<file path="src/rtl/spkv_pkg.sv">
package spkv_pkg;

  // Field geometry
  localparam int unsigned INDEX_BITS       = 10;
  localparam int unsigned KEY_W            = 3 * INDEX_BITS;
  localparam int unsigned VALUE_W          = 64;
  localparam int unsigned COUNT_W          = 9;
  localparam int unsigned CMD_W            = 2;
  localparam int unsigned DEFAULT_CAPACITY = 256;

  // Command codes
  typedef enum logic [CMD_W-1:0] {
    CMD_SET   = 2'd0,
    CMD_GET   = 2'd1,
    CMD_CLEAR = 2'd2
  } cmd_e;

  typedef struct packed {
    logic [CMD_W-1:0]      command;
    logic [INDEX_BITS-1:0] index_l;
    logic [INDEX_BITS-1:0] index_m;
    logic [INDEX_BITS-1:0] index_p;
    logic [VALUE_W-1:0]    write_value;
  } in_word_t;

  typedef struct packed {
    logic               found;
    logic [VALUE_W-1:0] read_value;
    logic [COUNT_W-1:0] entry_count;
    logic               full_flag;
  } out_word_t;

  // Sequencer states
  typedef enum logic [3:0] {
    ST_IDLE,
    ST_DECODE,
    ST_READ_LAST,
    ST_CHECK_LAST,
    ST_APPEND,
    ST_SEARCH,
    ST_SEARCH_CMP,
    ST_PROBE_CMP,
    ST_SHIFT_FIRST,
    ST_SHIFT,
    ST_SHIFT_END,
    ST_INSERT,
    ST_FINISH
  } state_e;

  // Memory read address select
  typedef enum logic [2:0] {
    RD_NONE,
    RD_LAST,
    RD_MID,
    RD_LO,
    RD_SHIFT
  } rd_sel_e;

  // Memory write select
  typedef enum logic [2:0] {
    WR_NONE,
    WR_PIPE,
    WR_TAIL,
    WR_AT_COUNT,
    WR_AT_LO
  } wr_sel_e;

  typedef struct packed {
    logic    capture;
    rd_sel_e rd_sel;
    wr_sel_e wr_sel;
    logic    search_init;
    logic    search_step;
    logic    shift_init;
    logic    shift_step;
    logic    count_inc;
    logic    count_clr;
    logic    set_found;
    logic    set_full;
    logic    load_out;
  } ctrl_cmd_t;

  typedef struct packed {
    logic [CMD_W-1:0] cmd;
    logic             count_zero;
    logic             count_full;
    logic             key_gt_rd;
    logic             key_eq_rd;
    logic             lo_lt_hi;
    logic             lo_lt_count;
    logic             sh_at_lo;
    logic             out_free;
  } ctrl_sts_t;

endpackage

</file>
<file path="src/rtl/spkv_controller.sv">
module spkv_controller (
  input  logic                clk_i,
  input  logic                rst_ni,
  input  logic                in_valid_i,
  output logic                in_stall_o,
  input  spkv_pkg::ctrl_sts_t sts_i,
  output spkv_pkg::ctrl_cmd_t cmd_o
);
  import spkv_pkg::*;

  state_e state_q, state_d;

  always_ff @(posedge clk_i or negedge rst_ni) begin
    if (!rst_ni) begin
      state_q <= ST_IDLE;
    end else begin
      state_q <= state_d;
    end
  end

  assign in_stall_o = (state_q != ST_IDLE);

  // Next state and datapath commands
  always_comb begin
    state_d = state_q;
    cmd_o   = '0;
    cmd_o.rd_sel = RD_NONE;
    cmd_o.wr_sel = WR_NONE;
    case (state_q)
      ST_IDLE: begin
        if (in_valid_i) begin
          cmd_o.capture = 1'b1;
          state_d       = ST_DECODE;
        end
      end
      ST_DECODE: begin
        case (sts_i.cmd)
          CMD_SET: begin
            state_d = sts_i.count_zero ? ST_APPEND : ST_READ_LAST;
          end
          CMD_GET: begin
            cmd_o.search_init = 1'b1;
            state_d           = sts_i.count_zero ? ST_FINISH : ST_SEARCH;
          end
          CMD_CLEAR: begin
            cmd_o.count_clr = 1'b1;
            state_d         = ST_FINISH;
          end
          default: state_d = ST_FINISH;
        endcase
      end
      ST_READ_LAST: begin
        cmd_o.rd_sel = RD_LAST;
        state_d      = ST_CHECK_LAST;
      end
      // Key beyond the tail appends (or is dropped when full), otherwise search
      ST_CHECK_LAST: begin
        if (sts_i.key_gt_rd) begin
          if (sts_i.count_full) begin
            cmd_o.set_full = 1'b1;
            state_d        = ST_FINISH;
          end else begin
            state_d = ST_APPEND;
          end
        end else begin
          cmd_o.search_init = 1'b1;
          state_d           = ST_SEARCH;
        end
      end
      ST_APPEND: begin
        cmd_o.wr_sel    = WR_AT_COUNT;
        cmd_o.count_inc = 1'b1;
        state_d         = ST_FINISH;
      end
      // Lower-bound search; each probe reads the midpoint, then narrows the bounds
      ST_SEARCH: begin
        if (sts_i.lo_lt_hi) begin
          cmd_o.rd_sel = RD_MID;
          state_d      = ST_SEARCH_CMP;
        end else if (sts_i.lo_lt_count) begin
          cmd_o.rd_sel = RD_LO;
          state_d      = ST_PROBE_CMP;
        end else begin
          state_d = ST_FINISH;
        end
      end
      ST_SEARCH_CMP: begin
        cmd_o.search_step = 1'b1;
        state_d           = ST_SEARCH;
      end
      ST_PROBE_CMP: begin
        if (sts_i.key_eq_rd) begin
          if (sts_i.cmd == CMD_SET) begin
            cmd_o.wr_sel = WR_AT_LO;
          end else begin
            cmd_o.set_found = 1'b1;
          end
          state_d = ST_FINISH;
        end else if (sts_i.cmd != CMD_SET) begin
          state_d = ST_FINISH;
        end else if (sts_i.count_full) begin
          cmd_o.set_full = 1'b1;
          state_d        = ST_FINISH;
        end else begin
          cmd_o.shift_init = 1'b1;
          state_d          = ST_SHIFT_FIRST;
        end
      end
      // Move entries up from the tail down to the insert point
      ST_SHIFT_FIRST: begin
        cmd_o.rd_sel = RD_SHIFT;
        if (sts_i.sh_at_lo) begin
          state_d = ST_SHIFT_END;
        end else begin
          cmd_o.shift_step = 1'b1;
          state_d          = ST_SHIFT;
        end
      end
      ST_SHIFT: begin
        cmd_o.rd_sel = RD_SHIFT;
        cmd_o.wr_sel = WR_PIPE;
        if (sts_i.sh_at_lo) begin
          state_d = ST_SHIFT_END;
        end else begin
          cmd_o.shift_step = 1'b1;
        end
      end
      ST_SHIFT_END: begin
        cmd_o.wr_sel = WR_TAIL;
        state_d      = ST_INSERT;
      end
      ST_INSERT: begin
        cmd_o.wr_sel    = WR_AT_LO;
        cmd_o.count_inc = 1'b1;
        state_d         = ST_FINISH;
      end
      ST_FINISH: begin
        if (sts_i.out_free) begin
          cmd_o.load_out = 1'b1;
          state_d        = ST_IDLE;
        end
      end
      default: state_d = ST_IDLE;
    endcase
  end

endmodule

</file>
<file path="config.mk">
export PLATFORM = sky130hd
export DESIGN_NAME = spkv_controller
export DESIGN_NICKNAME = d
export VERILOG_FILES = /design/src/rtl/spkv_pkg.sv /design/src/rtl/spkv_controller.sv
export SDC_FILE = /design/constraint.sdc
export NUM_CORES = 1
export LEC_CHECK = 0
export CAP_MARGIN = 15
export CORE_AREA = 3 3 40 42
export DETAILED_ROUTE_END_ITERATION = 7
export DIE_AREA = 0 0 43 45
export DONT_BUFFER_PORTS = 1
export PLACE_DENSITY = 0.6
export SLEW_MARGIN = 20
export SYNTH_ARGS = -nofsm -noshare
export SYNTH_HDL_FRONTEND = slang
export SYNTH_SLANG_ARGS = --single-unit
</file>
<file path="constraint.sdc">
create_clock -name clk_i -period 4.52 [get_ports clk_i]
set_input_delay 0.904 -clock clk_i [delete_from_list [all_inputs] [get_ports clk_i]]
set_output_delay 0.904 -clock clk_i [all_outputs]
set_load 0.02 [all_outputs]
</file>
## Word level (Yosys, flattened, before mapping)

Index checks and enable logic that the tools add are counted.

| word-level totals | value |
|---|---|
| register bits | 4 |

| cells by class | value |
|---|---|
| reductions and logical operators | 7 |
| muxes and demuxes | 46 |
| eq/ne operators | 17 |

Operators with widths:

| operator | number |
|---|---|
| $pmux 4 s12 | 1 |
| $mux 4 | 10 |
| $mux 1 | 23 |
| $eq 4x4->1 const B | 5 |
| $eq 4x3->1 const B | 4 |
| $pmux 3 s5 | 1 |
| $mux 3 | 4 |
| $pmux 3 s3 | 1 |
| $eq 4x2->1 const B | 2 |
| $pmux 4 s2 | 1 |
| $mux 2 | 3 |
| $ne 2x2->1 const B | 3 |
| $eq 4x1->1 const B | 1 |
| $logic_not 4->1 | 1 |
| $pmux 1 s2 | 2 |
| $reduce_bool 4->1 | 1 |
| $reduce_or 2->1 | 2 |
| $reduce_and 3->1 | 1 |
| $eq 2x1->1 const B | 1 |
| $eq 2x2->1 const B | 1 |
| $logic_not 2->1 | 1 |
| $reduce_bool 2->1 | 1 |

## Depth between registers and ports, before layout

Gate-level depths: netlist (run 1).

| logic depth | value |
|---|---|
| depth after elaboration | 4 |
| depth in mapped cells | 5 |
| gate-level depth less buffers | 4 |

## Least setup slack after synthesis (run 1)

No wires, ideal clock.

| timing path | value |
|---|---|
| kind | input to output |
| from | in sts_i[9] (netlist bit) |
| to | out cmd_o[6] (netlist bit) |
| stages on the path | 2 |
| data required time | 3.616 ns |
| path buffers | 0 |
| arrival time | 1.938 ns |
| setup slack | 1.678 ns |
| cell sequence | or3_1 -> nor4_1 |

RTL lines:

| element | RTL line | RTL |
|---|---|---|
| start: declaration | spkv_controller.sv:6 | `input spkv_pkg::ctrl_sts_t sts_i,` |
| end: declaration | spkv_controller.sv:7 | `output spkv_pkg::ctrl_cmd_t cmd_o` |

==> impl_metrics.tcl, run 1 <==
set metrics [dict create \
    setup_tns_ns 0 \
    largest_reg_flops 4 \
    ir_drop_v 0.0002531 \
    area_growth_pct -0.5906 \
    hpwl_mm 1.191 \
    reg_top3 "state_q x4" \
    drv_cap 0 \
    r2r_slack_ns 2.64 \
    cts.repair.resized 0 \
    grt_pass1_vias 602 \
    yosysSeqAreaShare 0.1575 \
    core-area_sq_um 1285 \
    synth_seq_cells 4 \
    timing.fmax_mhz 331.6 \
    dieArea_sq_um 1935 \
    synth_xor_area_frac 0 \
    post-place-ws_ns 1.629 \
    fin_ws_ns 1.505 \
    critPathArrivalTime_ns 2.11 \
    crit_start "state_q[2]" \
    p_leak_nw 0.2060 \
    synth.area.mux_share 0 \
    numPlacedInstances 92 \
    ant_nets 0 \
    die_y_um 45 \
    synthAdderAreaFrac 0 \
    status "finished, final reports clean" \
    placedInstanceArea_sq_um 609.3 \
    yosys_most_used_dff "dfrtp_1" \
    synth_area_per_cell_sq_um 7.478 \
    cts-hold-fix-buffers 0 \
    min_period_over_period 0.6671 \
    final_common_cell "nor2_1" \
    drive_gt1_frac 0.1250 \
    cts_tree "done" \
    critPathCapture "cmd_o[2]" \
    finalWeightedCongestion 0.7679 \
    cts_setup_buffers 0 \
    track_usage 0.1773 \
    diodes 0 \
    num_vias 620 \
    rr_worst_depth 4 \
    clkLatencyLatePin_ns 0.24 \
    grt_max_degree 21 \
    cellPowerDensity_nw_per_um2 710.8 \
    finalNetCount 95 \
    postSynthCellCount 85 \
    cts_sinks 4 \
    synth_fp_nets 98 \
    met2_usage 0.2904 \
    wl_mm 1.619 \
    critPathLaunchType "flip-flop" \
    synth_warnings 0 \
    final_cell_area_sq_um 631.9 \
    fp-row-count 13 \
    grt_busiest_layer "met2" \
    io_buffers 0 \
    htreeDepth 1 \
    antenna_found_initial 0 \
    final_cells 95 \
    worstPathRequired_ns 3.62 \
    rsz0062_at_grt "no" \
    use_met3 0.01992 \
    synth-compound-area-share 0.3465 \
    syn_area_sq_um 635.6 \
    cts_root_buf "clkbuf_4" \
    synth_simple_gate_area_share 0.4252 \
    synth_cell_types 41 \
    die_w_um 43 \
    skew_ns 0.003535 \
    grt_remaining_overflow 0 \
    min_period_ns 3.015 \
    numCtsBuffers 3 \
    crit_path_end_kind "output pin" \
    worst_pin_slew_ns 0.9470 \
    hp-class "in2async" \
    path_class "reg2out" \
    routed_via_density 6.526 \
    post-route-drc-count 0 \
    r2r-end "state_q[0]" \
    routedWlPerCell_um 17.04 \
    clockBufferDepth 2 \
    top_register "state_q" \
    setup_viol 0 \
    start_util 0.4946 \
    final_cell_mix "14 x nor2_1, 6 x nand2_1, 5 x a21oi_1" \
    finalHoldViolCount 0 \
    ys_async_sr_fraction 1.000 \
    firstDrtPassIters 4 \
    synth_top_family_by_area "simple AND/OR/NAND/NOR gates" \
    drtIter0Drc 19 \
    path_clk_slew_ns 0.04 \
    grt_first_pass_wirelength_mm 2.663 \
    crit_fanout 20 \
    slew_headroom 0.3598 \
    met1_usage 0.2390 \
    pin_count 30 \
    timing.rr.start "state_q[3]" \
    synth_edf_count 0 \
    maxSlewViolCount 0 \
]
per-layer routing:
layer | share of wire | vias up
li1 | - | 310
met1 | 0.45 | 289
met2 | 0.48 | 19
met3 | 0.057 | 2
met4 | 0.0062 | 0
met5 | 0 | -
metrics by stage:
stage               utilization  total power (W)  hold slack, ns
global placement         0.4742        0.0004029          0.6085
finish                   0.4917        0.0004491          0.3616
global route             0.4917        0.0004899          0.3520
floorplan                     -        0.0003779          0.6084
detailed placement       0.4742        0.0004039          0.6085
CTS                      0.4917        0.0004494          0.3605
cells by family after synthesis:
logic type	count (synthesis)
AND/OR/NAND/NOR	46
flip-flops	4
AO/OA/AOI/OAI	27
buffers and inverters	8
synth_stat cells, types with 2 or more instances:
| cell | instances | area share |
|---|---|---|
| buf_2 | 6 | 0.047 |
| nor3_1 | 3 | 0.024 |
| o21a_1 | 2 | 0.024 |
| nand2_1 | 6 | 0.035 |
| nor4b_1 | 2 | 0.028 |
| o31ai_1 | 2 | 0.024 |
| nor3b_1 | 2 | 0.024 |
| dfrtp_1 | 4 | 0.16 |
| o22ai_1 | 2 | 0.020 |
| a21oi_1 | 5 | 0.039 |
| o21ai_0 | 2 | 0.016 |
| nand3b_1 | 4 | 0.047 |
| nand2b_1 | 4 | 0.039 |
| nor2_1 | 14 | 0.083 |
critical path, cell delays in order (launching register included):
cell and delay [ns]:
dfrtp_1 0.70, nand2b_1 0.29, nor4b_1 0.89
worst min path at each step:
stage,start,to,slack [ns],cells after the start
3_5_place_dp,rst_ni,state_q[2],0.61,0
6_report,rst_ni,state_q[2],0.36,0
3_3_place_gp,rst_ni,state_q[2],0.61,0
2_1_floorplan,rst_ni,state_q[0],0.61,0
4_1_cts,rst_ni,state_q[2],0.36,0
5_1_grt,rst_ni,state_q[0],0.35,0
power by group:
group / switching, W / total (W) / leakage (nW) / internal [W]
logic: 0.000160 / 0.000277 / 0.142 / 0.000118
clock network: 0.0000153 / 0.0000451 / 0.0138 / 0.0000298
registers: 0.0000754 / 0.000127 / 0.0504 / 0.0000514
total: 0.000250 / 0.000449 / 0.206 / 0.000199
cell type report:
type	instances	area [sq um]
Fill cell	138	653.1
Clock buffer	3	22.52
Sequential cell	4	100.1
Tap cell	15	18.77
Multi-Input combinational cell	73	490.5
(Power assumes the default switching activity.)
==> run 2: changes to the inputs <==
--- a/config.mk
+++ b/config.mk
@@ -10,7 +10,7 @@
 export DETAILED_ROUTE_END_ITERATION = 7
 export DIE_AREA = 0 0 43 45
 export DONT_BUFFER_PORTS = 1
-export PLACE_DENSITY = 0.6
+export PLACE_DENSITY = 0.62
 export SLEW_MARGIN = 20
 export SYNTH_ARGS = -nofsm -noshare
 export SYNTH_HDL_FRONTEND = slang
==> constraint.sdc (replaced) <==
create_clock -name clk_i -period 2.4 [get_ports clk_i]
set_input_delay 0.48 -clock clk_i [delete_from_list [all_inputs] [get_ports clk_i]]
set_output_delay 0.48 -clock clk_i [all_outputs]
set_load 0.02 [all_outputs]
==> run 2 against run 1 <==
Against the previous run: total power increased by 100%; sequential share of layout area decreased by 1.9 points; global-route usage increased by 0.52 points; register-to-register slack got worse by 1.8 ns; sequential power increased by 45%; first-iteration DRC count unchanged; flip-flop and latch count unchanged; combinational power increased by 130%; design area increased by 13%; clock skew increased by 0.0021 ns; routed wire length increased by 0.74%; worst hold slack improved by 0.13 ns.
==> impl_metrics.tcl, run 2 (synthesized netlist as in run 1, its figures left out) <==
set metrics [dict create \
    reg_top3 "state_q x4" \
    top_register "state_q" \
    cts_setup_buffers 0 \
    final_cell_area_sq_um 716.9 \
    htreeDepth 1 \
    ant_nets 0 \
    p_leak_nw 0.2634 \
    hpwl_mm 1.250 \
    grt_remaining_overflow 0 \
    clkLatencyLatePin_ns 0.25 \
    die_w_um 43 \
    area_growth_pct 12.80 \
    multi_input_area_sq_um 490.5 \
    rsz0062_at_grt "no" \
    pin_count 30 \
    drtIter0Drc 19 \
    status "finished, final reports clean" \
    setup_tns_ns 0 \
    firstDrtPassIters 4 \
    min-delay-start "sts_i[7]" \
    dieArea_sq_um 1935 \
    final_cell_mix "14 x nor2_1, 10 x buf_4, 6 x nand2_1" \
    crit_start "state_q[2]" \
    cts_root_buf "clkbuf_4" \
    antenna_found_initial 0 \
    maxSlewViolCount 0 \
    regArea_sq_um 100.1 \
    skew_ns 0.005609 \
    critPathArrivalTime_ns 1.74 \
    clkPwrFrac 0.100 \
    track_usage 0.1824 \
    power_frac_comb 0.695 \
    slew_headroom 0.6731 \
    timing.fmax_mhz 450.3 \
    crit_fanout 15 \
    fp-row-count 13 \
    grt_first_pass_wirelength_mm 2.691 \
    finalNetCount 106 \
    critPathLaunchType "flip-flop" \
    final_common_cell "nor2_1" \
    core-area_sq_um 1285 \
    worst_pin_slew_ns 0.4904 \
    numCtsBuffers 3 \
    min_period_ns 2.221 \
    routed_via_density 6.396 \
    switching_power_w 0.0004827 \
    cellPowerDensity_nw_per_um2 1253 \
    post-place-ws_ns 0.4331 \
    finalHoldViolCount 0 \
    routedWlPerCell_um 15.39 \
    fin_ws_ns 0.1791 \
    path_class "reg2out" \
    hp-class "in2reg" \
    grt_max_degree 19 \
    holdWs_ns 0.4897 \
    wl_mm 1.631 \
    io_buffers 0 \
    finalWeightedCongestion 0.8664 \
    cts_tree "done" \
    pwr-share-seq 0.205 \
    post-route-drc-count 0 \
    drive_gt1_frac 0.2198 \
    num_vias 678 \
    intPower_w 0.0004158 \
    path_clk_slew_ns 0.04 \
    clockBufferDepth 2 \
    postLayoutCoreUtil 0.5579 \
    ir_drop_v 0.0006650 \
    largest_reg_flops 4 \
    diodes 0 \
    r2r_slack_ns 0.81 \
    placedInstanceArea_sq_um 684.4 \
    min_period_over_period 0.9254 \
    nFillCells 142 \
    cts_sinks 4 \
    start_util 0.4946 \
    worstPathRequired_ns 1.92 \
    setup_viol 0 \
    die_y_um 45 \
    grt_pass1_vias 617 \
    timing.rr.start "state_q[3]" \
    power.share.switching 0.5372 \
    crit_path_end_kind "output pin" \
    drv_cap 0 \
]
## run 2: cell count changes in the layout (fill, tap and decap cells not counted), sizes merged
cell,previous run,this run
dlygate4sd3,0,1
buf,0,10
## run 2: routing by layer
layer | part of all wire | track usage | vias up | wire [um]
met5 | 0 | 0 | - | 0
li1 | - | - | 332 | -
met4 | 0.013 | 0.09639 | 0 | 21
met3 | 0.054 | 0.03187 | 2 | 88
met2 | 0.51 | 0.2994 | 27 | 830
met1 | 0.42 | 0.2298 | 317 | 690
## run 2: final cells by class
class	count	area share
multi-input cells	73	0.6841
flip-flops and latches	4	0.1396
repair buffers	11	0.1187
clock buffers	3	0.03141
well taps	15	0.02618
## run 2: repair_timing
item / CTS / global route
endpoints found under the hold margin: 4 / 0
setup endpoints to repair: 0 / 0
gates resized for setup: 0 / 0
hold buffers: 1 / 0
## run 2: critical path: stages (launching register included)
cell	delay (ns)
dfrtp_1	0.52
or4b_4	0.60
nor3b_1	0.20
buf_4	0.17
## run 2: final timing paths
check | cells past startpoint | end
setup / recovery | 3 | cmd_o[3]
hold / removal | 2 | state_q[0]
setup reg to reg | 4 | state_q[3]
hold reg to reg | 3 | state_q[1]
max in group asynchronous | 1 | state_q[3]
min in group asynchronous | 1 | state_q[2]
## run 2: per-stage QoR
step | cells | total power [W]
2_1_floorplan | 85 | 0.0007117
3_3_place_gp | 102 | 0.0008016
3_5_place_dp | 102 | 0.0008074
4_1_cts | 106 | 0.0008989
5_1_grt | 106 | 0.0009707
6_report | 106 | 0.0008986
## run 2: power groups by stage
stage	clock, W	sequential (W)	combinational [W]
finish	0.0000896	0.000184	0.000625
CTS	0.0000905	0.000184	0.000625
global route	0.0000940	0.000198	0.000679
detailed placement	0	0.000185	0.000622
global placement	0	0.000183	0.000618
floorplan	0	0.000107	0.000604
==> run 3: changes to the inputs <==
--- a/config.mk
+++ b/config.mk
@@ -10,7 +10,7 @@
 export DETAILED_ROUTE_END_ITERATION = 7
 export DIE_AREA = 0 0 43 45
 export DONT_BUFFER_PORTS = 1
-export PLACE_DENSITY = 0.62
+export PLACE_DENSITY = 0.6
 export SLEW_MARGIN = 20
 export SYNTH_ARGS = -nofsm -noshare
 export SYNTH_HDL_FRONTEND = slang
==> constraint.sdc (replaced) <==
create_clock -name clk_i -period 2.2 [get_ports clk_i]
set_input_delay 0.44 -clock clk_i [delete_from_list [all_inputs] [get_ports clk_i]]
set_output_delay 0.44 -clock clk_i [all_outputs]
set_load 0.005 [all_outputs]
==> run 3 against run 2 <==
Against the previous run: clock-buffer cell count is the same; clock power grew 3.9%; flip-flop and latch count is the same; total power shrank 2.8%; register-to-register slack lost 0.20 ns; critical path type unchanged; largest cell class unchanged; largest power group unchanged.
==> impl_metrics.tcl, run 3 (synthesized netlist as in run 1, its figures left out) <==
set metrics [dict create \
    min_period_ns 2.087 \
    die_w_um 43 \
    die_y_um 45 \
    hp-class "in2reg" \
    setup_viol 0 \
    numCtsBuffers 3 \
    rsz0062_at_grt "no" \
    dieArea_sq_um 1935 \
    ant_nets 0 \
    start_util 0.4946 \
    routedWlPerCell_um 16.51 \
    setup_tns_ns 0 \
    skew_ns 0.001005 \
    status "finished, final reports clean" \
    numPlacedInstances 95 \
    timing.fmax_mhz 479.1 \
    largest_reg_flops 4 \
    path_clk_slew_ns 0.04 \
    io_buffers 0 \
    finalNetCount 99 \
    crit_start "state_q[3]" \
    critPathLaunchType "flip-flop" \
    clockBufferDepth 2 \
    clkLatencyLatePin_ns 0.24 \
    fp-row-count 13 \
    pin_count 30 \
    min_period_over_period 0.9488 \
    hpwl_mm 1.273 \
    critPathCapture "cmd_o[3]" \
    cts_sinks 4 \
    slew_headroom 0.6592 \
    path_class "reg2out" \
    finalHoldViolCount 0 \
    final_common_cell "nor2_1" \
    antenna_found_initial 0 \
    htreeDepth 1 \
    p_leak_nw 0.2254 \
    track_usage 0.1795 \
    final_cell_mix "14 x nor2_1, 6 x nand2_1, 5 x a21oi_1" \
    grt_first_pass_wirelength_mm 2.697 \
    drv_cap 0 \
    firstDrtPassIters 4 \
    crit_path_end_kind "output pin" \
    wl_mm 1.634 \
    maxSlewViolCount 0 \
    critPathArrivalTime_ns 1.65 \
    cellPowerDensity_nw_per_um2 1314 \
    grt_remaining_overflow 0 \
    r2r_slack_ns 0.61 \
    diodes 0 \
    cts_tree "done" \
    timing.rr.start "state_q[3]" \
    worstPathRequired_ns 1.76 \
    top_register "state_q" \
    finalWeightedCongestion 0.7924 \
    post-route-drc-count 0 \
    drtIter0Drc 11 \
    core-area_sq_um 1285 \
    routed_via_density 6.667 \
    r2r-end "state_q[3]" \
    cts_root_buf "clkbuf_4" \
    crit_fanout 18 \
    area_growth_pct 4.527 \
    rr_worst_depth 4 \
    num_vias 660 \
    ir_drop_v 0.0004388 \
    final_cells 99 \
    grt_pass1_vias 627 \
    grt_max_degree 19 \
    drive_gt1_frac 0.1548 \
    reg_top3 "state_q x4" \
    cts_setup_buffers 0 \
    worst_pin_slew_ns 0.5112 \
]
[run 3: routing by layer]
metal	up-vias	GRT usage	wire, um
li1	320	-	-
met1	309	0.2330	704
met2	26	0.2964	791
met3	5	0.01992	94
met4	0	0.09036	44
met5	-	0	0
[run 3: report_power, final]
part	switching (W)	total, W	internal [W]
Clock	0.0000319	0.0000931	0.0000611
Sequential	0.0000641	0.000172	0.000108
Combinational	0.000337	0.000608	0.000271
[run 3: final cells by class]
cell class	instances	area, sq um
clock buffer	3	22.52
timing repair buffer	4	32.53
fill	134	620.6
tap	15	18.77
sequential	4	100.1
multi-input combinational	73	490.5
[run 3: timing repair]
| item | in CTS | in global routing |
|---|---|---|
| resized for setup | 0 | 0 |
| endpoints found under the hold margin | 4 | 0 |
| hold buffers | 1 | 0 |
[run 3: worst min path at each step]
stage | startpoint | end | slack, ns | depth (start not counted)
global placement | rst_ni | state_q[2] | 0.14 | 0
floorplan | rst_ni | state_q[0] | 0.14 | 0
detailed placement | rst_ni | state_q[2] | 0.14 | 0
global route | sts_i[7] | state_q[0] | 0.47 | 2
CTS | sts_i[7] | state_q[0] | 0.46 | 2
finish | sts_i[7] | state_q[0] | 0.45 | 2
[run 3: stage by stage]
step / util / power [W] / setup WS (ns) / area (sq um) / hold slack [ns]
4_1_cts: 0.5170 / 0.0008751 / 0.1100 / 664.4 / 0.4552
3_3_place_gp: 0.4917 / 0.0007674 / 0.4114 / 631.9 / 0.1445
5_1_grt: 0.5170 / 0.0009518 / 0.04706 / 664.4 / 0.4744
6_report: 0.5170 / 0.0008730 / 0.1127 / 664.4 / 0.4534
3_5_place_dp: 0.4917 / 0.0007762 / 0.3694 / 631.9 / 0.1446
2_1_floorplan: - / 0.0006849 / 0.5137 / 635.6 / 0.1444
[run 3: worst max-delay path, cell delays in order, from the launching register on]
cell	delay [ns]
dfrtp_1	0.55
or4b_4	0.58
nor3b_1	0.28
